$ cat src/sv/cir_pkg.sv
// Shared types and constants for the coprocessor interface register block.
package cir_pkg;

   // Register unit codes carried in the unit field.
   typedef enum logic [2:0] {
      UNIT_MI    = 3'd0,
      UNIT_VI    = 3'd1,
      UNIT_AI    = 3'd2,
      UNIT_PI    = 3'd3,
      UNIT_SP    = 3'd4,
      UNIT_SPPC  = 3'd5,
      UNIT_SI    = 3'd6,
      UNIT_RDRAM = 3'd7
   } unit_type;

   // Word indices within the units.
   localparam logic [5:0] IDX_MI_INIT    = 6'd0;
   localparam logic [5:0] IDX_MI_INTR    = 6'd2;
   localparam logic [5:0] IDX_MI_MASK    = 6'd3;
   localparam logic [5:0] IDX_VI_CURRENT = 6'd4;
   localparam logic [5:0] IDX_AI_STATUS  = 6'd3;
   localparam logic [5:0] IDX_SI_STATUS  = 6'd6;
   localparam logic [5:0] IDX_PI_DRAM    = 6'd0;
   localparam logic [5:0] IDX_PI_CART    = 6'd1;
   localparam logic [5:0] IDX_PI_LENGTH  = 6'd3;
   localparam logic [5:0] IDX_PI_STATUS  = 6'd4;
   localparam logic [5:0] IDX_SP_STATUS  = 6'd4;
   localparam logic [5:0] IDX_SP_DMAFULL = 6'd5;
   localparam logic [5:0] IDX_SP_DMABUSY = 6'd6;
   localparam logic [5:0] IDX_SP_SEMA    = 6'd7;
   localparam logic [5:0] IDX_SP_PC      = 6'd0;

   // Interrupt bit positions in the pending and mask words.
   localparam int INTR_SP = 0;
   localparam int INTR_SI = 1;
   localparam int INTR_AI = 2;
   localparam int INTR_VI = 3;
   localparam int INTR_PI = 4;
   localparam int INTR_DP = 5;

   // Init mode word bit positions.
   localparam int INIT_MODE_BIT  = 7;
   localparam int EBUS_TEST_BIT  = 8;
   localparam int RDRAM_REG_BIT  = 9;

   localparam logic [3:0] WORD_SIZE = 4'd4;
   localparam logic       MODE_READ = 1'b0;

   typedef struct packed {
      logic        mode;
      logic [2:0]  unit;
      logic [7:0]  offset;
      logic [3:0]  access_size;
      logic [31:0] write_data;
   } req_word_type;

   typedef struct packed {
      logic        fall_through;
      logic [31:0] read_data;
      logic        clear_cpu_mi_cause;
      logic [5:0]  pending_bits;
      logic [5:0]  mask_bits;
      logic        sp_halted;
      logic        dma_start;
      logic [31:0] dma_cart_addr;
      logic [23:0] dma_dram_addr;
      logic [24:0] dma_length;
      logic        bad_access;
   } rsp_word_type;

endpackage

$ cat src/sv/cir_channels.sv
// Valid/ready channel interfaces for bus access words and result words.
interface cir_req_if;
   import cir_pkg::*;
   logic         valid;
   logic         ready;
   req_word_type data;
   modport source(output valid, output data, input ready);
   modport sink(input valid, input data, output ready);
endinterface

interface cir_rsp_if;
   import cir_pkg::*;
   logic         valid;
   logic         ready;
   rsp_word_type data;
   modport source(output valid, output data, input ready);
   modport sink(input valid, input data, output ready);
endinterface

$ cat src/sv/coprocessor_interface_registers_top.sv
// Interface and signal processor status register block, one bus access per word.
// The result word is registered and appears in the cycle after the access word is accepted.
// Throughput: one access word per cycle; the result register frees itself when taken,
// so a new word is accepted whenever the result register is empty or being read.
// Reset clears all held registers and flags to zero and empties the result register.
module coprocessor_interface_registers_top (
   input logic   clock,
   input logic   reset,
   cir_req_if.sink   req_chan,
   cir_rsp_if.source rsp_chan
);
   import cir_pkg::*;

   // Held register state.
   logic [9:0]  init_mode_ff, init_mode_in;
   logic [5:0]  pending_ff, pending_in;
   logic [5:0]  mask_ff, mask_in;
   logic [14:0] sp_status_ff, sp_status_in;
   logic        sema_ff, sema_in;
   logic [11:0] sp_pc_ff, sp_pc_in;
   logic [23:0] pi_dram_ff, pi_dram_in;
   logic [31:0] pi_cart_ff, pi_cart_in;

   // Result register.
   logic         rsp_valid_ff;
   rsp_word_type rsp_data_ff, rsp_data_in;

   logic        accept;
   logic        is_word;
   logic        is_write;
   logic [5:0]  idx;
   logic [31:0] wdata;
   unit_type    unit;

   // A word is taken whenever the result register is free or draining.
   assign req_chan.ready = !rsp_valid_ff || rsp_chan.ready;
   assign accept         = req_chan.valid && req_chan.ready;

   assign is_word  = (req_chan.data.access_size == WORD_SIZE) &&
                     (req_chan.data.offset[1:0] == 2'b00);
   assign is_write = req_chan.data.mode;
   assign idx      = req_chan.data.offset[7:2];
   assign wdata    = req_chan.data.write_data;
   assign unit     = unit_type'(req_chan.data.unit);

   // Register rules for the addressed unit.
   always_comb begin
      init_mode_in = init_mode_ff;
      pending_in   = pending_ff;
      mask_in      = mask_ff;
      sp_status_in = sp_status_ff;
      sema_in      = sema_ff;
      sp_pc_in     = sp_pc_ff;
      pi_dram_in   = pi_dram_ff;
      pi_cart_in   = pi_cart_ff;
      rsp_data_in  = '0;
      rsp_data_in.fall_through = 1'b1;

      case (unit)
         UNIT_MI: begin
            if (!is_word) begin
               rsp_data_in.bad_access   = 1'b1;
               rsp_data_in.fall_through = !is_write;
            end else if (is_write) begin
               rsp_data_in.fall_through = 1'b0;
               if (idx == IDX_MI_INIT) begin
                  init_mode_in[6:0] = wdata[6:0];
                  if (wdata[7])  init_mode_in[INIT_MODE_BIT] = 1'b0;
                  if (wdata[8])  init_mode_in[INIT_MODE_BIT] = 1'b1;
                  if (wdata[9])  init_mode_in[EBUS_TEST_BIT] = 1'b0;
                  if (wdata[10]) init_mode_in[EBUS_TEST_BIT] = 1'b1;
                  if (wdata[11]) pending_in[INTR_DP] = 1'b0;
                  if (wdata[12]) init_mode_in[RDRAM_REG_BIT] = 1'b0;
                  if (wdata[13]) init_mode_in[RDRAM_REG_BIT] = 1'b1;
               end else if (idx == IDX_MI_MASK) begin
                  // Clear and set bit pairs, set wins.
                  for (int k = 0; k < 6; k++) begin
                     if (wdata[2*k])   mask_in[k] = 1'b0;
                     if (wdata[2*k+1]) mask_in[k] = 1'b1;
                  end
                  rsp_data_in.clear_cpu_mi_cause = 1'b1;
               end
            end else begin
               if (idx == IDX_MI_INIT) begin
                  rsp_data_in.fall_through = 1'b0;
                  rsp_data_in.read_data    = {22'd0, init_mode_ff};
               end else if (idx == IDX_MI_INTR) begin
                  rsp_data_in.fall_through = 1'b0;
                  rsp_data_in.read_data    = {26'd0, pending_ff};
               end else if (idx == IDX_MI_MASK) begin
                  rsp_data_in.fall_through = 1'b0;
                  rsp_data_in.read_data    = {26'd0, mask_ff};
               end
            end
         end
         UNIT_VI: begin
            if (is_word && is_write && idx == IDX_VI_CURRENT) begin
               pending_in[INTR_VI]      = 1'b0;
               rsp_data_in.fall_through = 1'b0;
            end
         end
         UNIT_AI: begin
            if (is_word && is_write && idx == IDX_AI_STATUS) begin
               pending_in[INTR_AI]      = 1'b0;
               rsp_data_in.fall_through = 1'b0;
            end
         end
         UNIT_PI: begin
            if (!is_word) begin
               rsp_data_in.bad_access   = 1'b1;
               rsp_data_in.fall_through = !is_write;
            end else if (is_write) begin
               if (idx == IDX_PI_DRAM) begin
                  pi_dram_in = wdata[23:0];
               end else if (idx == IDX_PI_CART) begin
                  pi_cart_in = wdata;
               end else if (idx == IDX_PI_LENGTH) begin
                  rsp_data_in.dma_start  = 1'b1;
                  rsp_data_in.dma_length = {1'b0, wdata[23:0]} + 25'd1;
               end else if (idx == IDX_PI_STATUS) begin
                  if (wdata[1]) pending_in[INTR_PI] = 1'b0;
                  rsp_data_in.fall_through = 1'b0;
               end
            end else begin
               if (idx == IDX_PI_DRAM) begin
                  rsp_data_in.fall_through = 1'b0;
                  rsp_data_in.read_data    = {8'd0, pi_dram_ff};
               end else if (idx == IDX_PI_CART) begin
                  rsp_data_in.fall_through = 1'b0;
                  rsp_data_in.read_data    = pi_cart_ff;
               end
            end
         end
         UNIT_SP: begin
            if (!is_word) begin
               rsp_data_in.bad_access = 1'b1;
            end else if (is_write) begin
               if (idx == IDX_SP_STATUS) begin
                  // Halt pair, broke clear, SP interrupt pair, then ten flag pairs.
                  if (wdata[0]) sp_status_in[0] = 1'b0;
                  if (wdata[1]) sp_status_in[0] = 1'b1;
                  if (wdata[2]) sp_status_in[1] = 1'b0;
                  if (wdata[3]) pending_in[INTR_SP] = 1'b0;
                  if (wdata[4]) pending_in[INTR_SP] = 1'b1;
                  for (int k = 0; k < 10; k++) begin
                     if (wdata[5+2*k]) sp_status_in[5+k] = 1'b0;
                     if (wdata[6+2*k]) sp_status_in[5+k] = 1'b1;
                  end
                  rsp_data_in.fall_through = 1'b0;
               end else if (idx == IDX_SP_DMAFULL || idx == IDX_SP_DMABUSY) begin
                  rsp_data_in.fall_through = 1'b0;
               end else if (idx == IDX_SP_SEMA) begin
                  sema_in = 1'b0;
               end
            end else begin
               if (idx == IDX_SP_STATUS) begin
                  rsp_data_in.fall_through = 1'b0;
                  rsp_data_in.read_data    = {17'd0, sp_status_ff};
               end else if (idx == IDX_SP_SEMA) begin
                  // Test and set: return the old flag, leave it taken.
                  rsp_data_in.fall_through = 1'b0;
                  rsp_data_in.read_data    = {31'd0, sema_ff};
                  sema_in = 1'b1;
               end
            end
         end
         UNIT_SPPC: begin
            if (is_word && idx == IDX_SP_PC) begin
               rsp_data_in.fall_through = 1'b0;
               if (is_write) sp_pc_in = wdata[11:0];
               else rsp_data_in.read_data = {20'd0, sp_pc_ff};
            end
         end
         UNIT_SI: begin
            if (is_word && is_write && idx == IDX_SI_STATUS) begin
               pending_in[INTR_SI]      = 1'b0;
               rsp_data_in.fall_through = 1'b0;
            end
         end
         UNIT_RDRAM: begin
            rsp_data_in.fall_through = init_mode_ff[RDRAM_REG_BIT];
         end
         default: begin
            rsp_data_in.fall_through = 1'b1;
         end
      endcase

      // Snapshot of held state after the access.
      rsp_data_in.pending_bits  = pending_in;
      rsp_data_in.mask_bits     = mask_in;
      rsp_data_in.sp_halted     = sp_status_in[0];
      rsp_data_in.dma_cart_addr = pi_cart_in;
      rsp_data_in.dma_dram_addr = pi_dram_in;
   end

   // State registers update only on an accepted word.
   always_ff @(posedge clock) begin
      if (reset) begin
         init_mode_ff <= '0;
         pending_ff   <= '0;
         mask_ff      <= '0;
         sp_status_ff <= '0;
         sema_ff      <= 1'b0;
         sp_pc_ff     <= '0;
         pi_dram_ff   <= '0;
         pi_cart_ff   <= '0;
      end else if (accept) begin
         init_mode_ff <= init_mode_in;
         pending_ff   <= pending_in;
         mask_ff      <= mask_in;
         sp_status_ff <= sp_status_in;
         sema_ff      <= sema_in;
         sp_pc_ff     <= sp_pc_in;
         pi_dram_ff   <= pi_dram_in;
         pi_cart_ff   <= pi_cart_in;
      end
   end

   // Result register valid flag.
   always_ff @(posedge clock) begin
      if (reset) begin
         rsp_valid_ff <= 1'b0;
      end else if (accept) begin
         rsp_valid_ff <= 1'b1;
      end else if (rsp_chan.ready) begin
         rsp_valid_ff <= 1'b0;
      end
   end

   // Result register payload.
   always_ff @(posedge clock) begin
      if (accept) begin
         rsp_data_ff <= rsp_data_in;
      end
   end

   assign rsp_chan.valid = rsp_valid_ff;
   assign rsp_chan.data  = rsp_data_ff;

   // A semaphore read always leaves the semaphore taken.
   a_sema_taken: assert property (@(posedge clock) disable iff (reset)
      (accept && unit == UNIT_SP && is_word && req_chan.data.mode == MODE_READ &&
       idx == IDX_SP_SEMA) |=> sema_ff)
      else $error("semaphore not set after test-and-set read");

   // A DMA start comes only from a good word access and serves memory as well.
   a_dma_start: assert property (@(posedge clock) disable iff (reset)
      (rsp_valid_ff && rsp_data_ff.dma_start) |->
      (!rsp_data_ff.bad_access && rsp_data_ff.fall_through &&
       rsp_data_ff.dma_length != 25'd0))
      else $error("inconsistent DMA start result");

   // A mask write is handled here and never passes to memory.
   a_mask_clear: assert property (@(posedge clock) disable iff (reset)
      (rsp_valid_ff && rsp_data_ff.clear_cpu_mi_cause) |->
      (!rsp_data_ff.fall_through && !rsp_data_ff.bad_access))
      else $error("cause clear on an access that falls through");

   // Data returned by a modeled read never comes with a fall-through.
   a_read_owned: assert property (@(posedge clock) disable iff (reset)
      (rsp_valid_ff && rsp_data_ff.read_data != 32'd0) |-> !rsp_data_ff.fall_through)
      else $error("read data on a fall-through access");

endmodule
$ cat src/flat_wrapper.sv
// flat-port wrapper written by rule: the top's interface ports become plain ports
module coprocessor_interface_registers_top_flat import cir_pkg::*;
  (clock, reset, req_chan_valid, req_chan_data, req_chan_ready, rsp_chan_valid, rsp_chan_data, rsp_chan_ready);
  cir_req_if req_chan_i ();
  cir_rsp_if rsp_chan_i ();
  input logic clock;
  input logic reset;
  input wire logic [$bits(req_chan_i.valid)-1:0] req_chan_valid;
  input wire logic [$bits(req_chan_i.data)-1:0] req_chan_data;
  output wire logic [$bits(req_chan_i.ready)-1:0] req_chan_ready;
  output wire logic [$bits(rsp_chan_i.valid)-1:0] rsp_chan_valid;
  output wire logic [$bits(rsp_chan_i.data)-1:0] rsp_chan_data;
  input wire logic [$bits(rsp_chan_i.ready)-1:0] rsp_chan_ready;
  assign req_chan_i.valid = req_chan_valid;
  assign req_chan_i.data = req_chan_data;
  assign req_chan_ready = req_chan_i.ready;
  assign rsp_chan_valid = rsp_chan_i.valid;
  assign rsp_chan_data = rsp_chan_i.data;
  assign rsp_chan_i.ready = rsp_chan_ready;
  coprocessor_interface_registers_top u_core (.clock(clock), .reset(reset), .req_chan(req_chan_i), .rsp_chan(rsp_chan_i));
endmodule
$ cat config.mk
export PLATFORM = sky130hd
export DESIGN_NAME = coprocessor_interface_registers_top_flat
export DESIGN_NICKNAME = d
export VERILOG_FILES = /design/src/sv/cir_pkg.sv /design/src/sv/cir_channels.sv /design/src/sv/coprocessor_interface_registers_top.sv /design/src/flat_wrapper.sv
export SDC_FILE = /design/constraint.sdc
export NUM_CORES = 1
export LEC_CHECK = 0
export BUFFER_PORTS_ARGS = -buffer_cell sky130_fd_sc_hd__buf_2
export CORE_MARGIN = 5
export CORE_UTILIZATION = 40
export CTS_CLUSTER_SIZE = 24
export DETAILED_ROUTE_END_ITERATION = 16
export SETUP_SLACK_MARGIN = 0.2
export SYNTH_ARGS = -nofsm -noshare
export SYNTH_HDL_FRONTEND = slang
export SYNTH_SLANG_ARGS = --single-unit
$ cat constraint.sdc
create_clock -name clock -period 6.65 [get_ports clock]
set_input_delay 1.6625 -clock clock [delete_from_list [all_inputs] [get_ports clock]]
set_output_delay 1.6625 -clock clock [all_outputs]
set_load 0.01 [all_outputs]
==> impl_metrics.toml, run 1 <==
[setup_path]
critical_path.startpoint_type = "input pin"
timing.critical_path.fanout_max = 14
arrival_time_reported_for_the_critical_path_endpoint_ns = 4.20
timing.critical_path.to_type = "flop"
cp_data_required_time_ns = 7.02
r2r_slack_ns = 4.02
crit_type = "input pin to flop"

[die]
fp.dieH_um = 169.7
design.die.area_um2 = 28800
die_width_um = 169.7
core_um2 = 25180
placement_rows = 58
effective_utilization_at_floorplan_pct = 40.51
num_io_pins = 184

[clock_tree]
holdBufCountCts = 0
cts.reportedPaths.clkPinSlew_ns = 0.06
tritoncts = "yes"
cts_made_buffers = 27
post_cts.resized_instances = 0
post_cts_buffers = 0
clock-sinks = 233
clk_root_buffer_cell = "sky130_fd_sc_hd__clkbuf_16"
clock_insertion_delay_worst_skew_ns = 0.53
maximum_number_of_buffers_from_clock_root_to_sink = 3
cts.htree.levels = 1

[placement]
numPortBuffers = 183
routabilityCongestion = 0.8920
place_hpwl_um = 18850

[route]
dr.pass1.iters = 5
detailedRoute.firstIterationViolations = 654
detail_route.drc_violations = 0
drt-vias-per-instance = 5.396
vias = 7829
wirelength_um = 29060
drt.antenna.violating_nets = 0
wire_per_inst_um = 20.02

[pwr]
worst_ir_drop_vdd_uv = 166.8
power.internal_uw = 2526
net_switching_uw = 722.3
power.static_leakage_uw = 0.004487
share_seq_of_total_power_pct = 48.2
power_density_nw_per_um2 = 264.9
share_comb_of_total_power_pct = 5.6
sw_frac_of_total_pct = 22.23
p_clk_share_pct = 46.2

[sta]
hold_viol = 0
tightest_slew_ns = 1.039
setup_violations = 0
min_period_over_period_pct = 57.62
max_slew_margin_pct = 30.06
grt_setup_unrepaired = "no"
timing.final.max_slew_violations = 0
final_setup_tns_ns = 0
hold_ws_ns = 0.4537
final.setup_skew_ns = 0.01999
post-route-min-period_ns = 3.832
max_freq_mhz = 261.0

[synth]
avgSynthCellArea_um2 = 10.76
yosys.area_share.adder_pct = 0.1227
post-synth-top-area-fraction_pct = 38.27
synth-edff-count = 130
main_area_contributors_after_synthesis = "sky130_fd_sc_hd__edfxtp_1 38%, sky130_fd_sc_hd__dfxtp_1 20%, sky130_fd_sc_hd__mux2_2 6.7%"
synth_xor_area_share_pct = 1.717
syn-num-nets = 1001
yosys_register_bits = 233
yosysWarnings = 0
synthesis.area_um2 = 10200
main_combinational_cell_family_by_area_after_synthesis = "simple AND/OR/NAND/NOR gates"
synth-seq-area-share_pct = 58.48
unique_cell_type_count_in_the_yosys_netlist = 57
post_synth_inst_count = 948
synth_compound_area_share_pct = 10.39
dominantRegCellSynth = "sky130_fd_sc_hd__edfxtp_1"
post-synth-top-area-cell = "sky130_fd_sc_hd__edfxtp_1"
post_synth_mux_area_share_pct = 9.776
ys_async_sr_fraction_pct = 0
yosys.area_share.simple_pct = 15.93

[grt]
overflow_left_after_global_routing = 0
grt_antenna_before_repair = 0
global_route_wire_length_before_repair_um = 45220
pin_count_of_the_biggest_net_entering_global_routing = 106
grt.total_usage_pct = 19.81
grt_pass1_vias = 7646

[flow_run]
drv_cap = 0

[finish]
area_used_by_sequential_logic_in_the_layout_um2 = 5966
postLayoutCoreUtil_pct = 48.70
area_growth_pct = 20.21
nNetsFinal = 1154
antennaDiodeCount = 0
num-fill-cells = 2327
multi_input_gate_area_um2 = 3900
post_route_cells_drive_above_1_share_pct = 28.55

[hold_path]
holdCritPathClass = "flop to flop"

[status]
outcome = "completed"
path summary, 6_finish.rpt:
kind	start	to	depth (start not counted)
min	u_core.sp_pc_ff[0]$_SDFFE_PP0P_	u_core.sp_pc_ff[0]$_SDFFE_PP0P_	2
max	req_chan_data[33]	u_core.rsp_chan.data[104]$_DFFE_PP_	6
min reg2reg	u_core.sp_pc_ff[0]$_SDFFE_PP0P_	u_core.sp_pc_ff[0]$_SDFFE_PP0P_	2
max reg2reg	u_core.rsp_chan.valid$_SDFFE_PP0P_	u_core.rsp_chan.data[21]$_SDFFCE_PP0P_	4
logic make-up after synthesis:
logic type,after synthesis
compound gates,169
xor+xnor,20
fa+ha+maj,1
buf+inv,85
flops,233
mux,92
simple gates,348
metrics by stage:
stage / cell area (um^2) / total power [uW] / instances / setup WS (ns)
2_1_floorplan: 10200 / 1691 / 948 / 2.034
3_3_place_gp: 11350 / 1779 / 1402 / 2.386
3_5_place_dp: 11350 / 1779 / 1402 / 2.300
4_1_cts: 12260 / 3278 / 1451 / 2.854
5_1_grt: 12260 / 3355 / 1451 / 2.620
6_report: 12260 / 3249 / 1451 / 2.818
power by group through the flow:
| stage | combinational [uW] | clock, uW | sequential (uW) |
|---|---|---|---|
| 2_1_floorplan | 71.7 | 0 | 1620 |
| 3_3_place_gp | 181 | 0 | 1600 |
| 3_5_place_dp | 182 | 0 | 1600 |
| 4_1_cts | 182 | 1530 | 1570 |
| 5_1_grt | 196 | 1590 | 1570 |
| 6_report | 181 | 1500 | 1570 |
cells in the mapped netlist, types with 4 or more instances:
master / instances
sky130_fd_sc_hd__a21oi_1: 72
sky130_fd_sc_hd__a22o_1: 6
sky130_fd_sc_hd__a22oi_1: 34
sky130_fd_sc_hd__and2_1: 14
sky130_fd_sc_hd__and3_1: 4
sky130_fd_sc_hd__buf_2: 16
sky130_fd_sc_hd__clkbuf_1: 50
sky130_fd_sc_hd__dfxtp_1: 103
sky130_fd_sc_hd__edfxtp_1: 130
sky130_fd_sc_hd__inv_1: 13
sky130_fd_sc_hd__mux2_2: 61
sky130_fd_sc_hd__mux2i_1: 31
sky130_fd_sc_hd__nand2_1: 151
sky130_fd_sc_hd__nand2b_1: 6
sky130_fd_sc_hd__nand3_1: 25
sky130_fd_sc_hd__nand4_1: 10
sky130_fd_sc_hd__nor2_1: 82
sky130_fd_sc_hd__nor2b_1: 5
sky130_fd_sc_hd__nor3_1: 10
sky130_fd_sc_hd__nor4_1: 8
sky130_fd_sc_hd__nor4_2: 4
sky130_fd_sc_hd__o21ai_0: 26
sky130_fd_sc_hd__o221ai_1: 8
sky130_fd_sc_hd__or3_1: 6
sky130_fd_sc_hd__xnor2_1: 11
sky130_fd_sc_hd__xor2_1: 9
cell usage in the layout, fill, tap and decap left out, drive strengths merged, types with 2 or more instances in the layout:
cell type / instances
or4: 3
bufinv: 2
o21ai: 26
a21oi: 72
nor3: 13
and4: 3
o221ai: 8
inv: 14
o31ai: 2
clkbuf: 40
nor2b: 5
nand4: 10
xor2: 9
a22oi: 34
and3: 4
and3b: 2
mux2: 61
a22o: 6
a221o: 3
mux2i: 31
edfxtp: 130
a211oi: 2
buf: 196
or3: 6
nor4: 12
nand3: 25
clkinv: 5
o41ai: 3
or2: 3
nand2b: 6
a211o: 3
a311oi: 2
o22ai: 2
nor4b: 2
dfxtp: 103
nand2: 152
nor2: 83
and2: 14
nor3b: 3
xnor2: 11
metal layers:
layer | vias to the layer above | part of all wire, % | wire (um) | GRT usage (%)
met2 | 267 | 44 | 12920 | 30.36
met5 | - | 0 | 0 | 0
met4 | 0 | 2.1 | 606 | 4.760
met3 | 42 | 7.4 | 2156 | 4.309
li1 | 3707 | - | - | -
met1 | 3813 | 46 | 13370 | 28.77
layout make-up:
class	count	share of cell area, %
Sequential cell	233	48.65
Multi-Input combinational cell	630	31.80
Timing Repair Buffer	196	8.285
Clock buffer	40	6.642
Tap cell	330	3.367
Clock inverter	9	0.8162
Inverter	13	0.4387
worst max-delay path, stage by stage:
cell                       delay [ns]
sky130_fd_sc_hd__buf_2           0.10
sky130_fd_sc_hd__nor4b_2         0.45
sky130_fd_sc_hd__nand2_1         0.44
sky130_fd_sc_hd__nor4_1          0.97
sky130_fd_sc_hd__nand2_1         0.31
sky130_fd_sc_hd__o221ai_1        0.27
state kept, by name, summed over array words and instances, names as in the netlist:
register and cells:
u_core.pending_ff 6, u_core.sp_pc_ff 12, u_core.sema_ff 1, u_core.rsp_chan.data 130, u_core.pi_cart_ff 32, u_core.sp_status_ff 11
u_core.rsp_chan.valid 1, u_core.mask_ff 6, u_core.pi_dram_ff 24, u_core.init_mode_ff 10
Note: power is estimated with default switching activity, not from simulation.
==> inputs of run 2 (changes only) <==
==> constraint.sdc (replaced) <==
create_clock -name clock -period 3.65 [get_ports clock]
set_input_delay 0.9125 -clock clock [delete_from_list [all_inputs] [get_ports clock]]
set_output_delay 0.9125 -clock clock [all_outputs]
set_load 0.01 [all_outputs]
==> run 2 against run 1 <==
Total power is 78% higher; critical path type unchanged; sequential share of layout area is 0.61 points lower; routed wire length is 0.77% higher.
==> impl_metrics.toml, run 2 (synthesis results as in run 1) <==
[status]
outcome = "completed"

[sta]
max_freq_mhz = 367.4
final.setup_skew_ns = 0.008336
timing.final.max_slew_violations = 0
min_period_over_period_pct = 74.57
tightest_slew_ns = 0.6391
postLayoutSetupSlackWorst_ns = 0.9282
hold_viol = 0
setup_violations = 0
max_slew_margin_pct = 57.04
final_setup_tns_ns = 0
grt_setup_unrepaired = "no"
hold_ws_ns = 0.4508
post-route-min-period_ns = 2.722

[hold_path]
timing.hold.worst_path_depth = 2
holdCritPathClass = "flop to flop"
hold-path-endpoint = "u_core.sp_pc_ff[8]$_SDFFE_PP0P_"
min_from = "u_core.sp_pc_ff[8]$_SDFFE_PP0P_"

[grt]
grt_antenna_before_repair = 0
global_route_wire_length_before_repair_um = 44790
grt.total_usage_pct = 19.63
overflow_left_after_global_routing = 0
pin_count_of_the_biggest_net_entering_global_routing = 55
grt_pass1_vias = 7739

[setup_path]
cp_data_required_time_ns = 3.93
worst_reg2reg_path_depth = 6
critical_path.startpoint_type = "input pin"
r2r_slack_ns = 1.57
crit_type = "input pin to flop"
regToRegEndpoint = "u_core.rsp_chan.data[70]$_DFFE_PP_"
timing.critical_path.fanout_max = 14
timing.critical_path.to_type = "flop"
worst_r2r_startpoint = "u_core.rsp_chan.valid$_SDFFE_PP0P_"
arrival_time_reported_for_the_critical_path_endpoint_ns = 3.00

[route]
vias = 7948
met3_wirelength_from_detailed_routing_um = 2375
detailroute.wirelength.met2_um = 13300
wire_per_inst_um = 19.88
detailedRoute.firstIterationViolations = 726
drt.antenna.violating_nets = 0
top_signal_layer_used = "met4"
detail_route.drc_violations = 0
dr.pass1.iters = 5
drt-vias-per-instance = 5.396
wirelength_um = 29280
met1Wirelength_um = 13050

[pwr]
share_comb_of_total_power_pct = 6.1
power_density_nw_per_um2 = 466.4
share_seq_of_total_power_pct = 49.2
net_switching_uw = 1297
sw_frac_of_total_pct = 22.40
power.internal_uw = 4495
power.static_leakage_uw = 0.004588
worst_ir_drop_vdd_uv = 257.6
p_clk_share_pct = 44.7

[die]
core_um2 = 25180
num_io_pins = 184
fp.dieH_um = 169.7
placement_rows = 58
die_width_um = 169.7
effective_utilization_at_floorplan_pct = 40.51
design.die.area_um2 = 28800

[placement]
routabilityCongestion = 0.8949
place_hpwl_um = 19600
area_after_dpl_um2 = 11590
dpl_worst_slack_ns = 0.3966
numPortBuffers = 183

[finish]
area_used_by_sequential_logic_in_the_layout_um2 = 5966
post_route_cells_drive_above_1_share_pct = 29.40
multi_input_gate_area_um2 = 3900
num-fill-cells = 2329
layout.cells.most_common = "sky130_fd_sc_hd__buf_2"
postLayoutCoreUtil_pct = 49.32
nNetsFinal = 1177
fin_area_um2 = 12420
area_growth_pct = 21.75
largest_register_ffs = 130
antennaDiodeCount = 0
mostFrequentLayoutCells = "182 x sky130_fd_sc_hd__buf_2, 151 x sky130_fd_sc_hd__nand2_1, 130 x sky130_fd_sc_hd__edfxtp_1, 103 x sky130_fd_sc_hd__dfxtp_1, 79 x sky130_fd_sc_hd__nor2_1"

[clock_tree]
cts_made_buffers = 25
cts.reportedPaths.clkPinSlew_ns = 0.06
clock-sinks = 233
clk_root_buffer_cell = "sky130_fd_sc_hd__clkbuf_16"
maximum_number_of_buffers_from_clock_root_to_sink = 3
clock_insertion_delay_worst_skew_ns = 0.53
holdBufCountCts = 0
cts.htree.levels = 1
post_cts_buffers = 0
tritoncts = "yes"
post_cts.resized_instances = 0

[flow_run]
drv_cap = 0
## run 2: cell types whose count changed in the layout (fill, tap and decap cells not counted), sizes merged
cell      before  now
clkinv         5    7
bufinv         2    3
clkbuf        40   35
clkinvlp       1    0
buf          196  221
## run 2: how the worst max path moves through the flow
stage | from | end | slack, ns | depth (start not counted)
2_1_floorplan | rsp_chan_ready | u_core.sp_status_ff[10]$_SDFFE_PP0P_ | 0.54 | 8
3_3_place_gp | req_chan_data[33] | u_core.rsp_chan.data[42]$_DFFE_PP_ | 0.43 | 6
3_5_place_dp | req_chan_data[33] | u_core.rsp_chan.data[42]$_DFFE_PP_ | 0.40 | 6
4_1_cts | req_chan_data[33] | u_core.rsp_chan.data[42]$_DFFE_PP_ | 0.95 | 6
5_1_grt | req_chan_data[33] | u_core.pi_dram_ff[23]$_SDFFE_PP0P_ | 0.83 | 7
6_report | req_chan_data[33] | u_core.rsp_chan.data[42]$_DFFE_PP_ | 0.93 | 6
## run 2: per-layer routing
metal / vias up / track usage [%]
li1: 3765 / -
met1: 3882 / 27.33
met2: 259 / 31.23
met3: 42 / 4.682
met4: 0 / 4.620
met5: - / 0
## run 2: through the flow
step	instances	power, uW
after floorplan	948	3077
after global placement	1427	3260
after detailed placement	1427	3262
after CTS	1473	5852
after global routing	1473	5994
final	1473	5792
## run 2: area by class of cell
class	instances	area share, %
clock buffers	35	5.672
flip-flops and latches	233	48.04
multi-input cells	630	31.40
inverters	13	0.4332
well taps	330	3.325
clock inverters	11	1.038
repair buffers	221	10.09
## run 2: power groups by stage
stage	Sequential [uW]	Clock [uW]	Combinational [uW]
5_1_grt	2850	2760	381
6_report	2850	2590	352
2_1_floorplan	2950	0	131
3_3_place_gp	2910	0	354
4_1_cts	2850	2640	356
3_5_place_dp	2910	0	354
## run 2: critical path: stages
cell	delay (ns)
sky130_fd_sc_hd__buf_2	0.10
sky130_fd_sc_hd__nor4b_2	0.48
sky130_fd_sc_hd__nand3_1	0.48
sky130_fd_sc_hd__nor2_2	0.32
sky130_fd_sc_hd__buf_4	0.31
sky130_fd_sc_hd__mux2_2	0.37
==> inputs of run 3 (changes only) <==
==> constraint.sdc (replaced) <==
create_clock -name clock -period 2.7 [get_ports clock]
set_input_delay 0.675 -clock clock [delete_from_list [all_inputs] [get_ports clock]]
set_output_delay 0.675 -clock clock [all_outputs]
set_load 0.01 [all_outputs]
==> run 3 against run 2 <==
Non-clock buffer count increased by 30; total power increased by 33%; clock power increased by 29%; combinational power increased by 43%; clock-buffer cell count decreased by 3; first-iteration DRC count decreased by 0.96%; sequential share of layout area decreased by 1.1 points; critical path type unchanged.
==> impl_metrics.toml, run 3 (synthesis results as in run 1) <==
[status]
outcome = "completed"

[clock_tree]
tritoncts = "yes"
cts_made_buffers = 25
maximum_number_of_buffers_from_clock_root_to_sink = 3
cts.htree.levels = 1
holdBufCountCts = 0
post_cts_buffers = 0
cts.reportedPaths.clkPinSlew_ns = 0.06
clock_insertion_delay_worst_skew_ns = 0.54
clk_root_buffer_cell = "sky130_fd_sc_hd__clkbuf_16"
clock-sinks = 233
post_cts.resized_instances = 0

[die]
num_io_pins = 184
effective_utilization_at_floorplan_pct = 40.51
core_um2 = 25180
design.die.area_um2 = 28800
die_width_um = 169.7
fp.dieH_um = 169.7
placement_rows = 58

[sta]
max_freq_mhz = 476.5
timing.final.max_slew_violations = 0
min_period_over_period_pct = 77.73
tightest_slew_ns = 0.5426
hold_viol = 0
grt_setup_unrepaired = "no"
final_setup_tns_ns = 0
max_slew_margin_pct = 63.74
postLayoutSetupSlackWorst_ns = 0.6013
setup_violations = 0
final.setup_skew_ns = 0.01017
post-route-min-period_ns = 2.099

[hold_path]
holdCritPathClass = "input pin to flop"
hold-path-endpoint = "u_core.rsp_chan.valid$_SDFFE_PP0P_"
min_from = "req_chan_valid"
timing.hold.worst_path_depth = 3

[setup_path]
cp_data_required_time_ns = 2.98
arrival_time_reported_for_the_critical_path_endpoint_ns = 2.38
crit_type = "input pin to flop"
timing.critical_path.to_type = "flop"
worst_r2r_startpoint = "u_core.rsp_chan.valid$_SDFFE_PP0P_"
critical_path.startpoint_type = "input pin"
path_cells = "buf_2, or4_4, or2_1, nor2_4, buf_12, mux2_2"
r2r_slack_ns = 0.80
critPathMaxStageDelay_ns = 0.53
regToRegEndpoint = "u_core.pi_dram_ff[11]$_SDFFE_PP0P_"
worst_reg2reg_path_depth = 7
timing.critical_path.fanout_max = 25
critPathSlowestCell = "sky130_fd_sc_hd__or4_4"

[route]
wire_per_inst_um = 19.76
dr.pass1.iters = 5
wirelength_um = 29690
drt-vias-per-instance = 5.305
drt.antenna.violating_nets = 0
detail_route.drc_violations = 0
detailedRoute.firstIterationViolations = 719
vias = 7974

[finish]
largest_register_ffs = 130
num-fill-cells = 2282
antennaDiodeCount = 0
mostFrequentLayoutCells = "182 x sky130_fd_sc_hd__buf_2, 151 x sky130_fd_sc_hd__nand2_1, 130 x sky130_fd_sc_hd__edfxtp_1, 103 x sky130_fd_sc_hd__dfxtp_1, 79 x sky130_fd_sc_hd__nor2_1"
post_route_cells_drive_above_1_share_pct = 31.54
layout.cells.most_common = "sky130_fd_sc_hd__buf_2"
nNetsFinal = 1207
area_growth_pct = 24.57

[grt]
grt.total_usage_pct = 20.20
grt_antenna_before_repair = 0
grt_pass1_vias = 7871
pin_count_of_the_biggest_net_entering_global_routing = 67
global_route_wire_length_before_repair_um = 45860
overflow_left_after_global_routing = 0

[pwr]
worst_ir_drop_vdd_uv = 387.9
power_density_nw_per_um2 = 604.6
power.static_leakage_uw = 0.004738

[placement]
numPortBuffers = 183
place_hpwl_um = 20080
routabilityCongestion = 0.9074
dpl_worst_slack_ns = 0.05271

[flow_run]
drv_cap = 0
==> run 3: area by class of cell <==
type | count | area [um^2] | share of cell area [%]
multi-input cells | 630 | 3900 | 30.69
repair buffers | 251 | 1579 | 12.43
well taps | 330 | 412.9 | 3.249
clock buffers | 32 | 681.9 | 5.366
inverters | 13 | 53.80 | 0.4234
clock inverters | 14 | 113.9 | 0.8960
flip-flops and latches | 233 | 5966 | 46.95
==> run 3: per-stage QoR <==
stage	instance area, um^2	cells	utilization, %	power (uW)	hold WS [ns]
2_1_floorplan	10210	948	-	4158	0.4316
3_3_place_gp	11910	1457	47.30	4434	0.4393
3_5_place_dp	11910	1457	47.30	4435	0.4461
4_1_cts	12710	1503	50.46	7753	0.3741
5_1_grt	12710	1503	50.46	7931	0.3870
6_report	12710	1503	50.46	7683	0.3891
==> run 3: how the worst max path moves through the flow <==
| stage | from | endpoint | slack [ns] | depth (start not counted) |
|---|---|---|---|---|
| finish | req_chan_data[41] | u_core.rsp_chan.data[69]$_DFFE_PP_ | 0.60 | 6 |
| global route | req_chan_data[33] | u_core.rsp_chan.data[105]$_DFFE_PP_ | 0.52 | 9 |
| CTS | req_chan_data[41] | u_core.rsp_chan.data[52]$_DFFE_PP_ | 0.62 | 6 |
| detailed placement | req_chan_data[41] | u_core.rsp_chan.data[77]$_DFFE_PP_ | 0.05 | 6 |
| global placement | req_chan_data[41] | u_core.rsp_chan.data[76]$_DFFE_PP_ | 0.08 | 6 |
| floorplan | req_chan_data[41] | u_core.rsp_chan.data[69]$_DFFE_PP_ | 0.15 | 5 |
==> run 3: critical path: cells and delay by family <==
kind / cells / cell delay, ns
buf+inv: 2 / 0.33
mux: 1 / 0.36
simple gates: 3 / 0.99
==> run 3: layer usage <==
layer / vias up / wire length (um) / GRT usage, %
li1: 3815 / - / -
met1: 3831 / 13310 / 28.31
met2: 293 / 13640 / 32.76
met3: 35 / 2260 / 3.820
met4: 0 / 480 / 4.480
met5: - / 0 / 0
==> run 3: report_power, final <==
group          total (uW)  internal (uW)  switching (uW)
registers            3850           3830            26.1
logic                 503            166             337
clock network        3330           1890            1430
total                7680           5880            1800
